`config.mk`:
```
export PLATFORM = sky130hd
export DESIGN_NAME = contiguous_first_fit_allocator_top
export DESIGN_NICKNAME = d
export VERILOG_FILES = /design/src/cffa_pkg.sv /design/src/cffa_ram.sv /design/src/cffa_ctrl.sv /design/src/cffa_dp.sv /design/src/contiguous_first_fit_allocator_top.sv
export SDC_FILE = /design/constraint.sdc
export NUM_CORES = 2
export LEC_CHECK = 0
export BUFFER_PORTS_ARGS = -buffer_cell sky130_fd_sc_hd__clkbuf_2
export CAP_MARGIN = 25
export CORE_ASPECT_RATIO = 1.25
export CORE_MARGIN = 2
export CORE_UTILIZATION = 43
export DETAILED_ROUTE_END_ITERATION = 16
export HOLD_SLACK_MARGIN = 0.15
export PLACE_DENSITY = 0.66
export SLEW_MARGIN = 20
export SYNTH_ARGS = -nofsm -noshare
export SYNTH_HDL_FRONTEND = slang
export SYNTH_HIERARCHICAL = 1
export SYNTH_SLANG_ARGS = --single-unit
```
`constraint.sdc`:
```
create_clock -name clock -period 7.4 [get_ports clock]
set_input_delay 0.37 -clock clock [delete_from_list [all_inputs] [get_ports clock]]
set_output_delay 0.37 -clock clock [all_outputs]
set_load 0.02 [all_outputs]
```
`src/cffa_pkg.sv`:
```
// cffa_pkg: shared sizes, codes and control types of the contiguous first-fit allocator
// depends on nothing; used by cffa_ctrl, cffa_dp and the top level
package cffa_pkg;

   localparam int BLOCKS   = 128;
   localparam int FILES    = 32;
   localparam int KEY_BITS = 16;

   localparam int BLK_AW   = $clog2(BLOCKS);
   localparam int BLK_CW   = $clog2(BLOCKS + 1);
   localparam int FILE_AW  = $clog2(FILES);
   localparam int FILE_CW  = $clog2(FILES + 1);
   localparam int CMD_W    = 2;
   localparam int LEN_W    = 8;
   localparam int STATUS_W = 3;

   localparam logic [CMD_W-1:0] CMD_CREATE = 2'd0;
   localparam logic [CMD_W-1:0] CMD_DELETE = 2'd1;
   localparam logic [CMD_W-1:0] CMD_LOOKUP = 2'd2;

   localparam logic [STATUS_W-1:0] STATUS_OK       = 3'd0;
   localparam logic [STATUS_W-1:0] STATUS_FULL     = 3'd1;
   localparam logic [STATUS_W-1:0] STATUS_NOSPACE  = 3'd2;
   localparam logic [STATUS_W-1:0] STATUS_NOTFOUND = 3'd3;
   localparam logic [STATUS_W-1:0] STATUS_BADLEN   = 3'd4;

   typedef struct packed {
      logic [KEY_BITS-1:0] key;
      logic [BLK_AW-1:0]   start;
      logic [BLK_CW-1:0]   size;
   } cffa_entry_type;

   localparam int ENTRY_W = $bits(cffa_entry_type);

   typedef enum logic [1:0] {
      SEL_NONE,
      SEL_NEW,
      SEL_ENTRY
   } cffa_sel_type;

   typedef enum logic [3:0] {
      S_IDLE,
      S_DECODE,
      S_SCAN,
      S_MARK,
      S_APPEND,
      S_FIND,
      S_SHIFT,
      S_RESP
   } cffa_state_type;

   typedef struct packed {
      logic                load;
      logic                scan;
      logic                mark_init;
      logic                mark;
      logic                append;
      logic                find;
      logic                shift_init;
      logic                shift;
      logic                dec_count;
      logic                rsp_load;
      logic [STATUS_W-1:0] rsp_status;
      cffa_sel_type        rsp_sel;
   } cffa_cmd_type;

   typedef struct packed {
      logic [CMD_W-1:0] command;
      logic             table_full;
      logic             len_bad;
      logic             blk_found;
      logic             scan_done;
      logic             mark_last;
      logic             hit;
      logic             tbl_done;
   } cffa_stat_type;

endpackage

```
`src/cffa_ram.sv`:
```
// cffa_ram: generic simple dual-port ram, one write and one registered read port
// no dependencies
module cffa_ram #(
   parameter int WIDTH = 8,
   parameter int DEPTH = 32
) (
   input  logic                     clock,
   input  logic                     wr_en,
   input  logic [$clog2(DEPTH)-1:0] wr_addr,
   input  logic [WIDTH-1:0]         wr_data,
   input  logic                     rd_en,
   input  logic [$clog2(DEPTH)-1:0] rd_addr,
   output logic [WIDTH-1:0]         rd_data
);

   logic [WIDTH-1:0] mem_ff [DEPTH];
   logic [WIDTH-1:0] rd_data_ff;

   always_ff @(posedge clock) begin
      if (wr_en) begin
         mem_ff[wr_addr] <= wr_data;
      end
      if (rd_en) begin
         rd_data_ff <= mem_ff[rd_addr];
      end
   end

   assign rd_data = rd_data_ff;

endmodule

```
`src/cffa_ctrl.sv`:
```
// cffa_ctrl: command sequencer of the allocator, owns the result valid flag
// depends on cffa_pkg; drives cffa_dp through cffa_cmd_type
module cffa_ctrl (
   input  logic                    clock,
   input  logic                    reset,
   input  logic                    req_valid,
   output logic                    req_ready,
   output logic                    rsp_valid,
   input  logic                    rsp_ready,
   input  cffa_pkg::cffa_stat_type stat,
   output cffa_pkg::cffa_cmd_type  cmd
);

   cffa_pkg::cffa_state_type           state_ff, state_in;
   logic [cffa_pkg::STATUS_W-1:0]      res_status_ff, res_status_in;
   cffa_pkg::cffa_sel_type             res_sel_ff, res_sel_in;
   logic                               rsp_valid_ff, rsp_valid_in;

   always_ff @(posedge clock) begin
      if (reset) begin
         state_ff     <= cffa_pkg::S_IDLE;
         rsp_valid_ff <= 1'b0;
      end else begin
         state_ff     <= state_in;
         rsp_valid_ff <= rsp_valid_in;
      end
   end

   always_ff @(posedge clock) begin
      res_status_ff <= res_status_in;
      res_sel_ff    <= res_sel_in;
   end

   always_comb begin
      cmd           = '0;
      cmd.rsp_sel   = cffa_pkg::SEL_NONE;
      state_in      = state_ff;
      res_status_in = res_status_ff;
      res_sel_in    = res_sel_ff;
      rsp_valid_in  = rsp_valid_ff && !rsp_ready;
      req_ready     = 1'b0;
      case (state_ff)
         cffa_pkg::S_IDLE: begin
            req_ready = 1'b1;
            if (req_valid) begin
               cmd.load = 1'b1;
               state_in = cffa_pkg::S_DECODE;
            end
         end
         cffa_pkg::S_DECODE: begin
            case (stat.command)
               cffa_pkg::CMD_CREATE: begin
                  if (stat.table_full) begin
                     res_status_in = cffa_pkg::STATUS_FULL;
                     res_sel_in    = cffa_pkg::SEL_NONE;
                     state_in      = cffa_pkg::S_RESP;
                  end else if (stat.len_bad) begin
                     res_status_in = cffa_pkg::STATUS_BADLEN;
                     res_sel_in    = cffa_pkg::SEL_NONE;
                     state_in      = cffa_pkg::S_RESP;
                  end else begin
                     state_in = cffa_pkg::S_SCAN;
                  end
               end
               cffa_pkg::CMD_DELETE, cffa_pkg::CMD_LOOKUP: begin
                  state_in = cffa_pkg::S_FIND;
               end
               default: begin
                  res_status_in = cffa_pkg::STATUS_NOTFOUND;
                  res_sel_in    = cffa_pkg::SEL_NONE;
                  state_in      = cffa_pkg::S_RESP;
               end
            endcase
         end
         cffa_pkg::S_SCAN: begin
            if (stat.blk_found) begin
               cmd.mark_init = 1'b1;
               state_in      = cffa_pkg::S_MARK;
            end else if (stat.scan_done) begin
               res_status_in = cffa_pkg::STATUS_NOSPACE;
               res_sel_in    = cffa_pkg::SEL_NONE;
               state_in      = cffa_pkg::S_RESP;
            end else begin
               cmd.scan = 1'b1;
            end
         end
         cffa_pkg::S_MARK: begin
            cmd.mark = 1'b1;
            if (stat.mark_last) begin
               if (stat.command == cffa_pkg::CMD_CREATE) begin
                  state_in = cffa_pkg::S_APPEND;
               end else begin
                  cmd.shift_init = 1'b1;
                  state_in       = cffa_pkg::S_SHIFT;
               end
            end
         end
         cffa_pkg::S_APPEND: begin
            cmd.append    = 1'b1;
            res_status_in = cffa_pkg::STATUS_OK;
            res_sel_in    = cffa_pkg::SEL_NEW;
            state_in      = cffa_pkg::S_RESP;
         end
         cffa_pkg::S_FIND: begin
            if (stat.hit) begin
               if (stat.command == cffa_pkg::CMD_LOOKUP) begin
                  res_status_in = cffa_pkg::STATUS_OK;
                  res_sel_in    = cffa_pkg::SEL_ENTRY;
                  state_in      = cffa_pkg::S_RESP;
               end else begin
                  cmd.mark_init = 1'b1;
                  state_in      = cffa_pkg::S_MARK;
               end
            end else if (stat.tbl_done) begin
               res_status_in = cffa_pkg::STATUS_NOTFOUND;
               res_sel_in    = cffa_pkg::SEL_NONE;
               state_in      = cffa_pkg::S_RESP;
            end else begin
               cmd.find = 1'b1;
            end
         end
         cffa_pkg::S_SHIFT: begin
            if (stat.tbl_done) begin
               cmd.dec_count = 1'b1;
               res_status_in = cffa_pkg::STATUS_OK;
               res_sel_in    = cffa_pkg::SEL_ENTRY;
               state_in      = cffa_pkg::S_RESP;
            end else begin
               cmd.shift = 1'b1;
            end
         end
         cffa_pkg::S_RESP: begin
            if (!rsp_valid_ff || rsp_ready) begin
               cmd.rsp_load   = 1'b1;
               cmd.rsp_status = res_status_ff;
               cmd.rsp_sel    = res_sel_ff;
               rsp_valid_in   = 1'b1;
               state_in       = cffa_pkg::S_IDLE;
            end
         end
         default: begin
            state_in = cffa_pkg::S_IDLE;
         end
      endcase
   end

   assign rsp_valid = rsp_valid_ff;

`ifndef SYNTH
   a_resp_holds_on_stall: assert property (@(posedge clock) disable iff (reset)
      (state_ff == cffa_pkg::S_RESP && rsp_valid_ff && !rsp_ready)
      |=> state_ff == cffa_pkg::S_RESP)
      else $error("result overwritten while stalled");
   a_load_gives_valid: assert property (@(posedge clock) disable iff (reset)
      cmd.rsp_load |=> rsp_valid_ff)
      else $error("result loaded without valid");
`endif

endmodule

```
`src/cffa_dp.sv`:
```
// cffa_dp: free map scan and marking, extent table search and compaction, result word
// depends on cffa_pkg and cffa_ram; controlled by cffa_ctrl
module cffa_dp (
   input  logic                                clock,
   input  logic                                reset,
   input  logic [cffa_pkg::CMD_W-1:0]          req_command,
   input  logic [cffa_pkg::KEY_BITS-1:0]       req_file_key,
   input  logic [cffa_pkg::LEN_W-1:0]          req_length,
   input  cffa_pkg::cffa_cmd_type              cmd,
   output cffa_pkg::cffa_stat_type             stat,
   output logic [cffa_pkg::STATUS_W-1:0]       rsp_status,
   output logic [cffa_pkg::BLK_AW-1:0]         rsp_start_block,
   output logic [cffa_pkg::BLK_CW-1:0]         rsp_block_count,
   output logic [cffa_pkg::FILE_CW-1:0]        rsp_files_in_use
);

   localparam int BAW = cffa_pkg::BLK_AW;
   localparam int BCW = cffa_pkg::BLK_CW;
   localparam int FAW = cffa_pkg::FILE_AW;
   localparam int FCW = cffa_pkg::FILE_CW;

   // latched word
   logic [cffa_pkg::CMD_W-1:0]    cmd_ff, cmd_in;
   logic [cffa_pkg::KEY_BITS-1:0] key_ff, key_in;
   logic [cffa_pkg::LEN_W-1:0]    len_ff, len_in;

   logic [FCW-1:0]                count_ff, count_in;

   // free map side
   logic [BCW-1:0]                bp_ff, bp_in;
   logic                          bpend_ff, bpend_in;
   logic [BAW-1:0]                bev_ff, bev_in;
   logic [BCW-1:0]                run_ff, run_in;
   logic                          found_ff, found_in;
   logic [BAW-1:0]                fstart_ff, fstart_in;
   logic [BCW-1:0]                left_ff, left_in;
   logic                          fill_ff, fill_in;
   logic [cffa_pkg::BLOCKS-1:0]   map_vld_ff, map_vld_in;
   logic                          mvq_ff, mvq_in;

   // table side
   logic [FCW-1:0]                tp_ff, tp_in;
   logic                          tpend_ff, tpend_in;
   logic [FAW-1:0]                tev_ff, tev_in;
   logic                          hit_ff, hit_in;
   logic [FAW-1:0]                hidx_ff, hidx_in;
   logic [BAW-1:0]                hstart_ff, hstart_in;
   logic [BCW-1:0]                hsize_ff, hsize_in;

   logic [cffa_pkg::STATUS_W-1:0] rsp_status_ff, rsp_status_in;
   logic [BAW-1:0]                rsp_start_ff, rsp_start_in;
   logic [BCW-1:0]                rsp_count_ff, rsp_count_in;
   logic [FCW-1:0]                rsp_files_ff, rsp_files_in;

   logic                          map_rd_en, map_wr_en;
   logic [0:0]                    map_rd_data, map_wr_data;
   logic                          tbl_rd_en, tbl_wr_en;
   logic [FAW-1:0]                tbl_wr_addr;
   logic [cffa_pkg::ENTRY_W-1:0]  tbl_rd_data, tbl_wr_data;

   logic [BCW-1:0]                len_cnt;
   logic                          map_busy;
   cffa_pkg::cffa_entry_type      entry_q;
   cffa_pkg::cffa_entry_type      entry_new;

   cffa_ram #(
      .WIDTH(1),
      .DEPTH(cffa_pkg::BLOCKS)
   ) u_map_ram (
      .clock  (clock),
      .wr_en  (map_wr_en),
      .wr_addr(bp_ff[BAW-1:0]),
      .wr_data(map_wr_data),
      .rd_en  (map_rd_en),
      .rd_addr(bp_ff[BAW-1:0]),
      .rd_data(map_rd_data)
   );

   cffa_ram #(
      .WIDTH(cffa_pkg::ENTRY_W),
      .DEPTH(cffa_pkg::FILES)
   ) u_tbl_ram (
      .clock  (clock),
      .wr_en  (tbl_wr_en),
      .wr_addr(tbl_wr_addr),
      .wr_data(tbl_wr_data),
      .rd_en  (tbl_rd_en),
      .rd_addr(tp_ff[FAW-1:0]),
      .rd_data(tbl_rd_data)
   );

   assign len_cnt   = BCW'(len_ff);
   assign map_busy  = mvq_ff & map_rd_data[0];
   assign entry_q   = cffa_pkg::cffa_entry_type'(tbl_rd_data);
   assign entry_new = '{key: key_ff, start: fstart_ff, size: len_cnt};

   always_comb begin
      cmd_in        = cmd_ff;
      key_in        = key_ff;
      len_in        = len_ff;
      count_in      = count_ff;
      bp_in         = bp_ff;
      bpend_in      = 1'b0;
      bev_in        = bev_ff;
      run_in        = run_ff;
      found_in      = found_ff;
      fstart_in     = fstart_ff;
      left_in       = left_ff;
      fill_in       = fill_ff;
      map_vld_in    = map_vld_ff;
      mvq_in        = mvq_ff;
      tp_in         = tp_ff;
      tpend_in      = 1'b0;
      tev_in        = tev_ff;
      hit_in        = hit_ff;
      hidx_in       = hidx_ff;
      hstart_in     = hstart_ff;
      hsize_in      = hsize_ff;
      rsp_status_in = rsp_status_ff;
      rsp_start_in  = rsp_start_ff;
      rsp_count_in  = rsp_count_ff;
      rsp_files_in  = rsp_files_ff;
      map_rd_en     = 1'b0;
      map_wr_en     = 1'b0;
      map_wr_data   = fill_ff;
      tbl_rd_en     = 1'b0;
      tbl_wr_en     = 1'b0;
      tbl_wr_addr   = count_ff[FAW-1:0];
      tbl_wr_data   = entry_new;

      if (cmd.load) begin
         cmd_in   = req_command;
         key_in   = req_file_key;
         len_in   = req_length;
         bp_in    = '0;
         tp_in    = '0;
         run_in   = '0;
         found_in = 1'b0;
         hit_in   = 1'b0;
      end

      // first-fit scan: one block read issued and one evaluated per cycle
      if (cmd.scan) begin
         if (bp_ff < BCW'(cffa_pkg::BLOCKS)) begin
            map_rd_en = 1'b1;
            bpend_in  = 1'b1;
            bev_in    = bp_ff[BAW-1:0];
            mvq_in    = map_vld_ff[bp_ff[BAW-1:0]];
            bp_in     = bp_ff + BCW'(1);
         end
         if (bpend_ff && !found_ff) begin
            if (map_busy) begin
               run_in = '0;
            end else begin
               run_in = run_ff + BCW'(1);
               if (run_ff + BCW'(1) == len_cnt) begin
                  found_in  = 1'b1;
                  fstart_in = BAW'(BCW'(bev_ff) + BCW'(1) - len_cnt);
               end
            end
         end
      end

      if (cmd.mark_init) begin
         if (cmd_ff == cffa_pkg::CMD_CREATE) begin
            bp_in   = BCW'(fstart_ff);
            left_in = len_cnt;
            fill_in = 1'b1;
         end else begin
            bp_in   = BCW'(hstart_ff);
            left_in = hsize_ff;
            fill_in = 1'b0;
         end
      end

      if (cmd.mark) begin
         map_wr_en                  = 1'b1;
         map_vld_in[bp_ff[BAW-1:0]] = 1'b1;
         bp_in                      = bp_ff + BCW'(1);
         left_in                    = left_ff - BCW'(1);
      end

      // table walk, shared by search and compaction
      if (cmd.find || cmd.shift) begin
         if (tp_ff < count_ff) begin
            tbl_rd_en = 1'b1;
            tpend_in  = 1'b1;
            tev_in    = tp_ff[FAW-1:0];
            tp_in     = tp_ff + FCW'(1);
         end
      end

      if (cmd.find && tpend_ff && !hit_ff && entry_q.key == key_ff) begin
         hit_in    = 1'b1;
         hidx_in   = tev_ff;
         hstart_in = entry_q.start;
         hsize_in  = entry_q.size;
      end

      if (cmd.shift_init) begin
         tp_in = FCW'(hidx_ff) + FCW'(1);
      end

      if (cmd.shift && tpend_ff) begin
         tbl_wr_en   = 1'b1;
         tbl_wr_addr = tev_ff - FAW'(1);
         tbl_wr_data = tbl_rd_data;
      end

      if (cmd.append) begin
         tbl_wr_en = 1'b1;
         count_in  = count_ff + FCW'(1);
      end

      if (cmd.dec_count) begin
         count_in = count_ff - FCW'(1);
      end

      if (cmd.rsp_load) begin
         rsp_status_in = cmd.rsp_status;
         rsp_files_in  = count_ff;
         case (cmd.rsp_sel)
            cffa_pkg::SEL_NEW: begin
               rsp_start_in = fstart_ff;
               rsp_count_in = len_cnt;
            end
            cffa_pkg::SEL_ENTRY: begin
               rsp_start_in = hstart_ff;
               rsp_count_in = hsize_ff;
            end
            default: begin
               rsp_start_in = '0;
               rsp_count_in = '0;
            end
         endcase
      end
   end

   always_ff @(posedge clock) begin
      if (reset) begin
         count_ff   <= '0;
         map_vld_ff <= '0;
         bpend_ff   <= 1'b0;
         tpend_ff   <= 1'b0;
         found_ff   <= 1'b0;
         hit_ff     <= 1'b0;
      end else begin
         count_ff   <= count_in;
         map_vld_ff <= map_vld_in;
         bpend_ff   <= bpend_in;
         tpend_ff   <= tpend_in;
         found_ff   <= found_in;
         hit_ff     <= hit_in;
      end
   end

   always_ff @(posedge clock) begin
      cmd_ff        <= cmd_in;
      key_ff        <= key_in;
      len_ff        <= len_in;
      bp_ff         <= bp_in;
      bev_ff        <= bev_in;
      run_ff        <= run_in;
      fstart_ff     <= fstart_in;
      left_ff       <= left_in;
      fill_ff       <= fill_in;
      mvq_ff        <= mvq_in;
      tp_ff         <= tp_in;
      tev_ff        <= tev_in;
      hidx_ff       <= hidx_in;
      hstart_ff     <= hstart_in;
      hsize_ff      <= hsize_in;
      rsp_status_ff <= rsp_status_in;
      rsp_start_ff  <= rsp_start_in;
      rsp_count_ff  <= rsp_count_in;
      rsp_files_ff  <= rsp_files_in;
   end

   always_comb begin
      stat.command    = cmd_ff;
      stat.table_full = count_ff >= FCW'(cffa_pkg::FILES);
      stat.len_bad    = (len_ff == '0) || (32'(len_ff) > 32'(cffa_pkg::BLOCKS));
      stat.blk_found  = found_ff;
      stat.scan_done  = !bpend_ff && (bp_ff >= BCW'(cffa_pkg::BLOCKS));
      stat.mark_last  = (left_ff == BCW'(1)) || (bp_ff == BCW'(cffa_pkg::BLOCKS - 1));
      stat.hit        = hit_ff;
      stat.tbl_done   = !tpend_ff && (tp_ff >= count_ff);
   end

   assign rsp_status       = rsp_status_ff;
   assign rsp_start_block  = rsp_start_ff;
   assign rsp_block_count  = rsp_count_ff;
   assign rsp_files_in_use = rsp_files_ff;

`ifndef SYNTH
   a_append_has_room: assert property (@(posedge clock) disable iff (reset)
      cmd.append |-> count_ff < FCW'(cffa_pkg::FILES))
      else $error("append into a full table");
   a_mark_in_range: assert property (@(posedge clock) disable iff (reset)
      cmd.mark |-> bp_ff < BCW'(cffa_pkg::BLOCKS))
      else $error("free map write past the last block");
   a_dec_nonzero: assert property (@(posedge clock) disable iff (reset)
      cmd.dec_count |-> count_ff != '0)
      else $error("delete from an empty table");
`endif

endmodule

```
`src/contiguous_first_fit_allocator_top.sv`:
```
// contiguous_first_fit_allocator_top: top level of the contiguous first-fit extent allocator
// depends on cffa_pkg, cffa_ctrl, cffa_dp (which holds the cffa_ram instances)
//
// usage: one request word (command, file key, length) on req_, one result word on rsp_
// every request gives exactly one result; requests are handled one at a time
// create scans the free map one block a cycle from block 0 until the first free window
// of the requested length, then marks it one block a cycle and appends the extent
// delete walks the extent table one entry a cycle, frees the extent one block a cycle
// and moves the later entries down one a cycle
// lookup walks the table only; error results (table full, bad length, unknown command)
// go straight from decoding to the result, with no walk
// the result word sits in an output register; req_ready returns once it is loaded,
// so the next request is taken while the result still waits for rsp_ready
// a stalled receiver holds the finished result, the following request then waits in
// its last step until the output register frees up
// reset (synchronous) marks every block free and empties the table, no clearing pass
module contiguous_first_fit_allocator_top (
   input  logic                            clock,
   input  logic                            reset,
   input  logic                            req_valid,
   output logic                            req_ready,
   input  logic [cffa_pkg::CMD_W-1:0]      req_command,
   input  logic [cffa_pkg::KEY_BITS-1:0]   req_file_key,
   input  logic [cffa_pkg::LEN_W-1:0]      req_length,
   output logic                            rsp_valid,
   input  logic                            rsp_ready,
   output logic [cffa_pkg::STATUS_W-1:0]   rsp_status,
   output logic [cffa_pkg::BLK_AW-1:0]     rsp_start_block,
   output logic [cffa_pkg::BLK_CW-1:0]     rsp_block_count,
   output logic [cffa_pkg::FILE_CW-1:0]    rsp_files_in_use
);

   cffa_pkg::cffa_cmd_type  cmd;
   cffa_pkg::cffa_stat_type stat;

   cffa_ctrl u_ctrl (
      .clock    (clock),
      .reset    (reset),
      .req_valid(req_valid),
      .req_ready(req_ready),
      .rsp_valid(rsp_valid),
      .rsp_ready(rsp_ready),
      .stat     (stat),
      .cmd      (cmd)
   );

   cffa_dp u_dp (
      .clock           (clock),
      .reset           (reset),
      .req_command     (req_command),
      .req_file_key    (req_file_key),
      .req_length      (req_length),
      .cmd             (cmd),
      .stat            (stat),
      .rsp_status      (rsp_status),
      .rsp_start_block (rsp_start_block),
      .rsp_block_count (rsp_block_count),
      .rsp_files_in_use(rsp_files_in_use)
   );

endmodule

```
Word level (Yosys, flattened, before mapping):

Memories as Yosys holds them, arrays and structs flattened. A register that Yosys moved wholly into a read port is not among the register bits.
Cells that the tools add are included.

* add/sub/neg operators: 10
* $lt $le $gt $ge: 8
* equal/unequal tests: 26
* mux-type cells: 103
* bitwise logic cells: 3
* reductions and logical operators: 33

Operators with widths (number)
* 128-bit bitwise OR: 1
* 8-bit two-way mux: 12
* 6-bit two-way mux: 8
* 1-bit two-way mux: 41
* 4-bit two-way mux: 8
* 4-bit case mux with 8 select lines: 1
* 31-bit two-way mux: 1
* 3-bit two-way mux: 10
* 2-bit two-way mux: 10
* 8-bit by 1-bit adder with 8-bit output, second input constant: 2
* 16-bit equality test: 1
* 4-bit by 3-bit equality test with 1-bit output, second input constant: 4
* 8-bit case mux with 2 select lines: 1
* 3-bit case mux with 5 select lines: 1
* 7-bit case mux with 2 select lines: 1
* 6-bit by 1-bit adder with 6-bit output, second input constant: 2
* 2-bit != test, second input constant: 6
* 2-bit case mux with 5 select lines: 1
* 1-bit logical AND: 9
* 4-bit by 2-bit equality test with 1-bit output, second input constant: 2
* 8-bit by 1-bit equality test with 1-bit output, second input constant: 1
* 8-bit by 7-bit equality test with 1-bit output, second input constant: 1
* 8-bit equality test: 1
* 8-bit greater-or-equal comparator, second input constant: 1
* other kinds (41): 57

* register bits: 269
* memory bits (writable): 1120
* input bits: 30
* output and inout bits: 26
* word-level logic and storage cells: 214
* memories kept: 2

Memories
* u_dp.u_tbl_ram.mem_ff: words 32, width 31, read ports 1, clocked after Yosys merged registers in 1, wr ports 1, RTL line cffa_ram.sv:16 `logic [WIDTH-1:0] mem_ff [DEPTH];`
* u_dp.u_map_ram.mem_ff: words 128, width 1, read ports 1, clocked after Yosys merged registers in 1, wr ports 1, RTL line cffa_ram.sv:16

Depth between registers and ports, before layout:

* word-level depth: 9
* mapped depth: 15
* depth with buffers taken out: 15

Hierarchy:

Netlist, hierarchy kept.

By module, submodules not included
* cffa_ram (u_dp.u_tbl_ram): instances 1, cells an instance 2192, area an instance 39474.1 µm², sequential area each 30719.5 µm²
* cffa_dp: instances 1, cells an instance 1160, area an instance 11761.3 µm², sequential area each 6175.9 µm²
* cffa_ram (u_dp.u_map_ram): instances 1, cells an instance 395, area an instance 5729.2 µm², sequential area each 3873.7 µm²
* cffa_ctrl: instances 1, cells an instance 105, area an instance 890.9 µm², sequential area each 250.2 µm²

Worst setup path before layout:

OpenSTA, ideal clock, no wires.

* path kind: register to register
* start point: reg u_dp.count_ff[3]
* end point: mem u_dp/u_tbl_ram/mem_ff[19][0] (netlist name) (enable)
* setup time: 0.419 ns
* arrival time: 4.388 ns
* required time: 6.981 ns
* slack: 2.593 ns
* cell stages (with the launch flop): 13
* buffers on the path: 1
* period minus slack after synthesis: 4.807 ns
* cells stage by stage: dfxtp_1 inv_1 ha_1 a21o_1 a21o_1 a211oi_1 nor2_1 nor4b_1 nand2_1 clkbuf_1 o21ai_0 or3b_2 nor2_1

RTL lines
* start, declared: RTL line cffa_dp.sv:27 `logic [FCW-1:0] count_ff, count_in;`
* start signal, assigned: RTL line cffa_dp.sv:248 `count_ff <= count_in;`
* end, declared: RTL line cffa_ram.sv:16

==> impl_results.md <==
- Status: completed
- Adder-cell share of the synthesized area: 0.00783
- GR Util All Layers: 0.201
- Gate Count Post-Synth: 3,852
- Fraction of synthesized area in multiplexers: 0.119
- Num CTS Buffers: roughly 140
- Fill count: 11,200
- Max IR drop VDD: 0.000252 V
- R2r setup slk: 1.70 ns
- Met1 usage: 0.250
- Clock slew at reported path FFs: 0.06 ns
- Setup crit end kind: flip-flop
- XOR/XNOR share of the synthesized area: 0.00833
- CTS Sinks: 1,421
- Max-Cap Viols: 0
- Hold Crit Depth: 2
- Synth Flop Type: edfxtp_1
- Sw Pwr: 3200 µW
- HP Class: input pin to flip-flop
- # DRC: 0
- Share of post-route cells with drive strength above 1: 0.121
- Placer Congestion: 0.868
- Max Freq: 175 MHz
- Number of global-route vias before repair: 32,600
- Initial core utilization: 0.433
- Setup Buffers After CTS: 0
- Syn Area/Cell: 15.0 µm²
- Total number of yosys warnings: 6
- Post-Route WL: 140 mm
- TritonCTS clock tree: done
- Unrepaired setup endpoints after global routing: no
- Hold endpoint: u_dp/key_ff[8]
- Synth Area in Compound Gates: 0.0667
- Antenna Nets Post-Route: 0
- Flops & latches, synth: 1,421
- Ant diodes: 0
- Register area: 0.0410 mm²
- Final Hold Violating Endpoints: 0
- Post-DR vias/cell: approximately 5.7
- Area of the multi-input gates: 0.0158 mm²
- Antenna violations before repair: 2
- Tmin final: 5.70 ns
- CTS H-Tree Depth: 4
- Wire length per cell: 24.2 µm
- Site Rows: 150
- Pwr Density: 242 mW/mm²
- First-pass GRT wire length: 208 mm
- Final-report max-slew violation count: 0
- Sw Ratio: 0.202
- Sequential cell area fraction in the yosys report: 0.709
- Die Span Y: between 400 and 500 µm
- Crit Reg-Reg Endpoint: u_dp/u_tbl_ram/mem_ff[31][20]
- Simple logic cell fraction of the synthesized area: 0.0669
- Synth cell types: 82
- Logic pwr share: 0.013
- DRT Pass-1 Iters: 6
- # IOs: 56
- Die area: 0.138 mm²
- Vias: around 33,000
- Internal power: 12,600 µW
- CTS-repair resized insts: 0
- CP startpoint kind: flip-flop
- WP data arrival: 6.09 ns
- Slew HR: 0.188
- Root buffer cell: clkbuf_16
- Worst-path maximum fanout: 34
- Die W: approximately 330 µm
- Met3 Track Usage GR: 0.0296
- Slew @ Worst Pin: between 1 and 1.5 ns
- Post-DP HPWL: around 86 mm
- Clock buffer depth: 3
- Initial DRC count: 3,157
- Nets: 4,001
- Non-Filler Instances: 5,795
- Busiest grt layer: met2
- Post-CTS Hold Buffers: 28
- Worst r2r path cells: 12
- Port bufs: 55
- Setup violation total in the final timing report: 0
- Worst path required time: 7.79 ns
- Synth-to-layout area growth: 13.1%
- Mapped Area: 0.0579 mm²
- Net count after synthesis: 3,917
- WS Path Type: flip-flop to flip-flop
- Leakage: 0.0200 µW
- Final TNS setup: 0 ns
- Core area: 0.134 mm²
- Setup Skew: 0.0387 ns
- Worst Min Path Start: req_file_key[8]
- Clk_lat worst skew: 0.77 ns
- Ys async rst share: 0
- Inst Count DP: 5,497
- Met2 usage: 0.351
- Sequential share of power: 0.549
- EDFF count, synth: between 1,000 and 1,500
- Reg2reg start: u_dp/tp_ff[0]
- Final period utilization: 0.771
- Pin count of the biggest net entering global routing: roughly 130
- Clock share of power: 0.438
- Largest family of logic cells by synthesized area: multiplexers
- Grt total ovfl: 0
cell type report:
cell class / count / share of cell area
clock buffer: 174 / 0.0569
clock inverter: 82 / 0.0116
inverter: 46 / 0.00264
multi-input combinational: 2163 / 0.242
sequential: 1421 / 0.627
tap: 1748 / 0.0334
timing repair buffer: 161 / 0.0264
synthesized netlist by cell type, types with 39 or more instances:
cell         n  share of area
dfxtp_1    165          0.057
a31oi_1     41         0.0044
clkbuf_1   102         0.0066
a22oi_1    122          0.016
o21ai_0     39         0.0034
nand3_1    126          0.011
a22o_1      63         0.0095
nor3_1      56         0.0048
a21oi_1    256          0.022
mux2i_1    514          0.089
buf_2       58         0.0050
nand2_1    164          0.011
inv_1       44         0.0029
mux2_2      52          0.010
nor2_1     382          0.025
edfxtp_1  1256           0.65
metal layers:
metal	vias up	share of wire
met3	237	0.057
met5	-	0
met1	16700	0.39
met4	0	0.038
li1	14900	-
met2	1080	0.51
layout by cell type (no fill, tap or decap), drive strengths merged, types with 4 or more instances in the layout:
master and count:
edfxtp 1256, mux2i 514, nor2 382, a21oi 256, clkbuf 228, dfxtp 165, nand2 164, nand3 126
a22oi 123, buf 79, clkinv 65, a22o 63, nor3 56, inv 53, mux2 52, mux4 48
a31oi 41, o21ai 40, ha 33, dlygate4sd3 28, xnor2 28, nor2b 28, xor2 27, nand2b 22
a221oi 14, nor4 14, nand4 12, and2 11, nand3b 9, a21o 9, bufinv 8, a211oi 8
or2 6, o311ai 5, or3b 5, nand4b 4, o22ai 4, and3 4
critical path, stage by stage (launching register included):
cell and delay, ns:
dfxtp_4 0.77, inv_1 0.10, ha_1 0.30, nand2_1 0.07
a31oi_1 0.10, a211oi_1 0.26, nor2_1 0.13, nor4b_1 0.41
nand2_2 0.39, buf_12 0.30, o21ai_0 0.87, nand3_1 0.60
nor2_4 0.97
metrics by stage:
stage / cell area (µm²) / setup WS, ns / power, µW / util / hold slack, ns
final: 65400 / 1.70 / 15800 / 0.490 / 0.311
after floorplan: 57900 / 2.59 / 8960 / - / 0.422
after global routing: 65400 / 1.36 / 16300 / 0.490 / 0.289
after detailed placement: 60300 / 1.46 / 9050 / 0.452 / 0.433
after CTS: 65100 / 1.43 / 16000 / 0.487 / 0.255
after global placement: 59900 / 1.39 / 9040 / 0.448 / 0.431
sequential cells by signal, summed over array words and instances (netlist names), 16 cells and up:
name and flops:
u_dp/u_tbl_ram/rd_data 31, u_dp/key_ff 16, u_dp/map_vld_ff 128, u_dp/u_tbl_ram/mem_ff 992, u_dp/u_map_ram/mem_ff 128
power groups by stage:
stage | Combinational [µW] | Clock (µW) | Sequential (µW)
2_1_floorplan | 114 | 0 | 8850
3_3_place_gp | 178 | 0 | 8870
3_5_place_dp | 181 | 0 | 8870
4_1_cts | 193 | 7070 | 8700
5_1_grt | 218 | 7380 | 8690
6_report | 201 | 6940 | 8690
cell families after synthesis:
kind of cell / count (synthesis)
flops: 1421
simple gates: 860
mux: 614
compound gates: 598
buf+inv: 268
xor+xnor: 55
fa+ha+maj: 35
other cells: 1
how the worst max path moves through the flow:
stage,startpoint,to,cells after the start
6_report,u_dp/tp_ff[0],u_dp/u_tbl_ram/mem_ff[31][20],12
5_1_grt,u_dp/tp_ff[0],u_dp/u_tbl_ram/mem_ff[31][20],12
4_1_cts,u_dp/tp_ff[0],u_dp/u_tbl_ram/mem_ff[27][30],11
3_5_place_dp,u_dp/tp_ff[0],u_dp/u_tbl_ram/mem_ff[3][20],12
3_3_place_gp,u_dp/tp_ff[0],u_dp/u_tbl_ram/mem_ff[11][20],11
2_1_floorplan,u_dp/count_ff[3],u_dp/u_tbl_ram/mem_ff[19][0],12
Note: power is estimated with default switching activity, not from simulation.
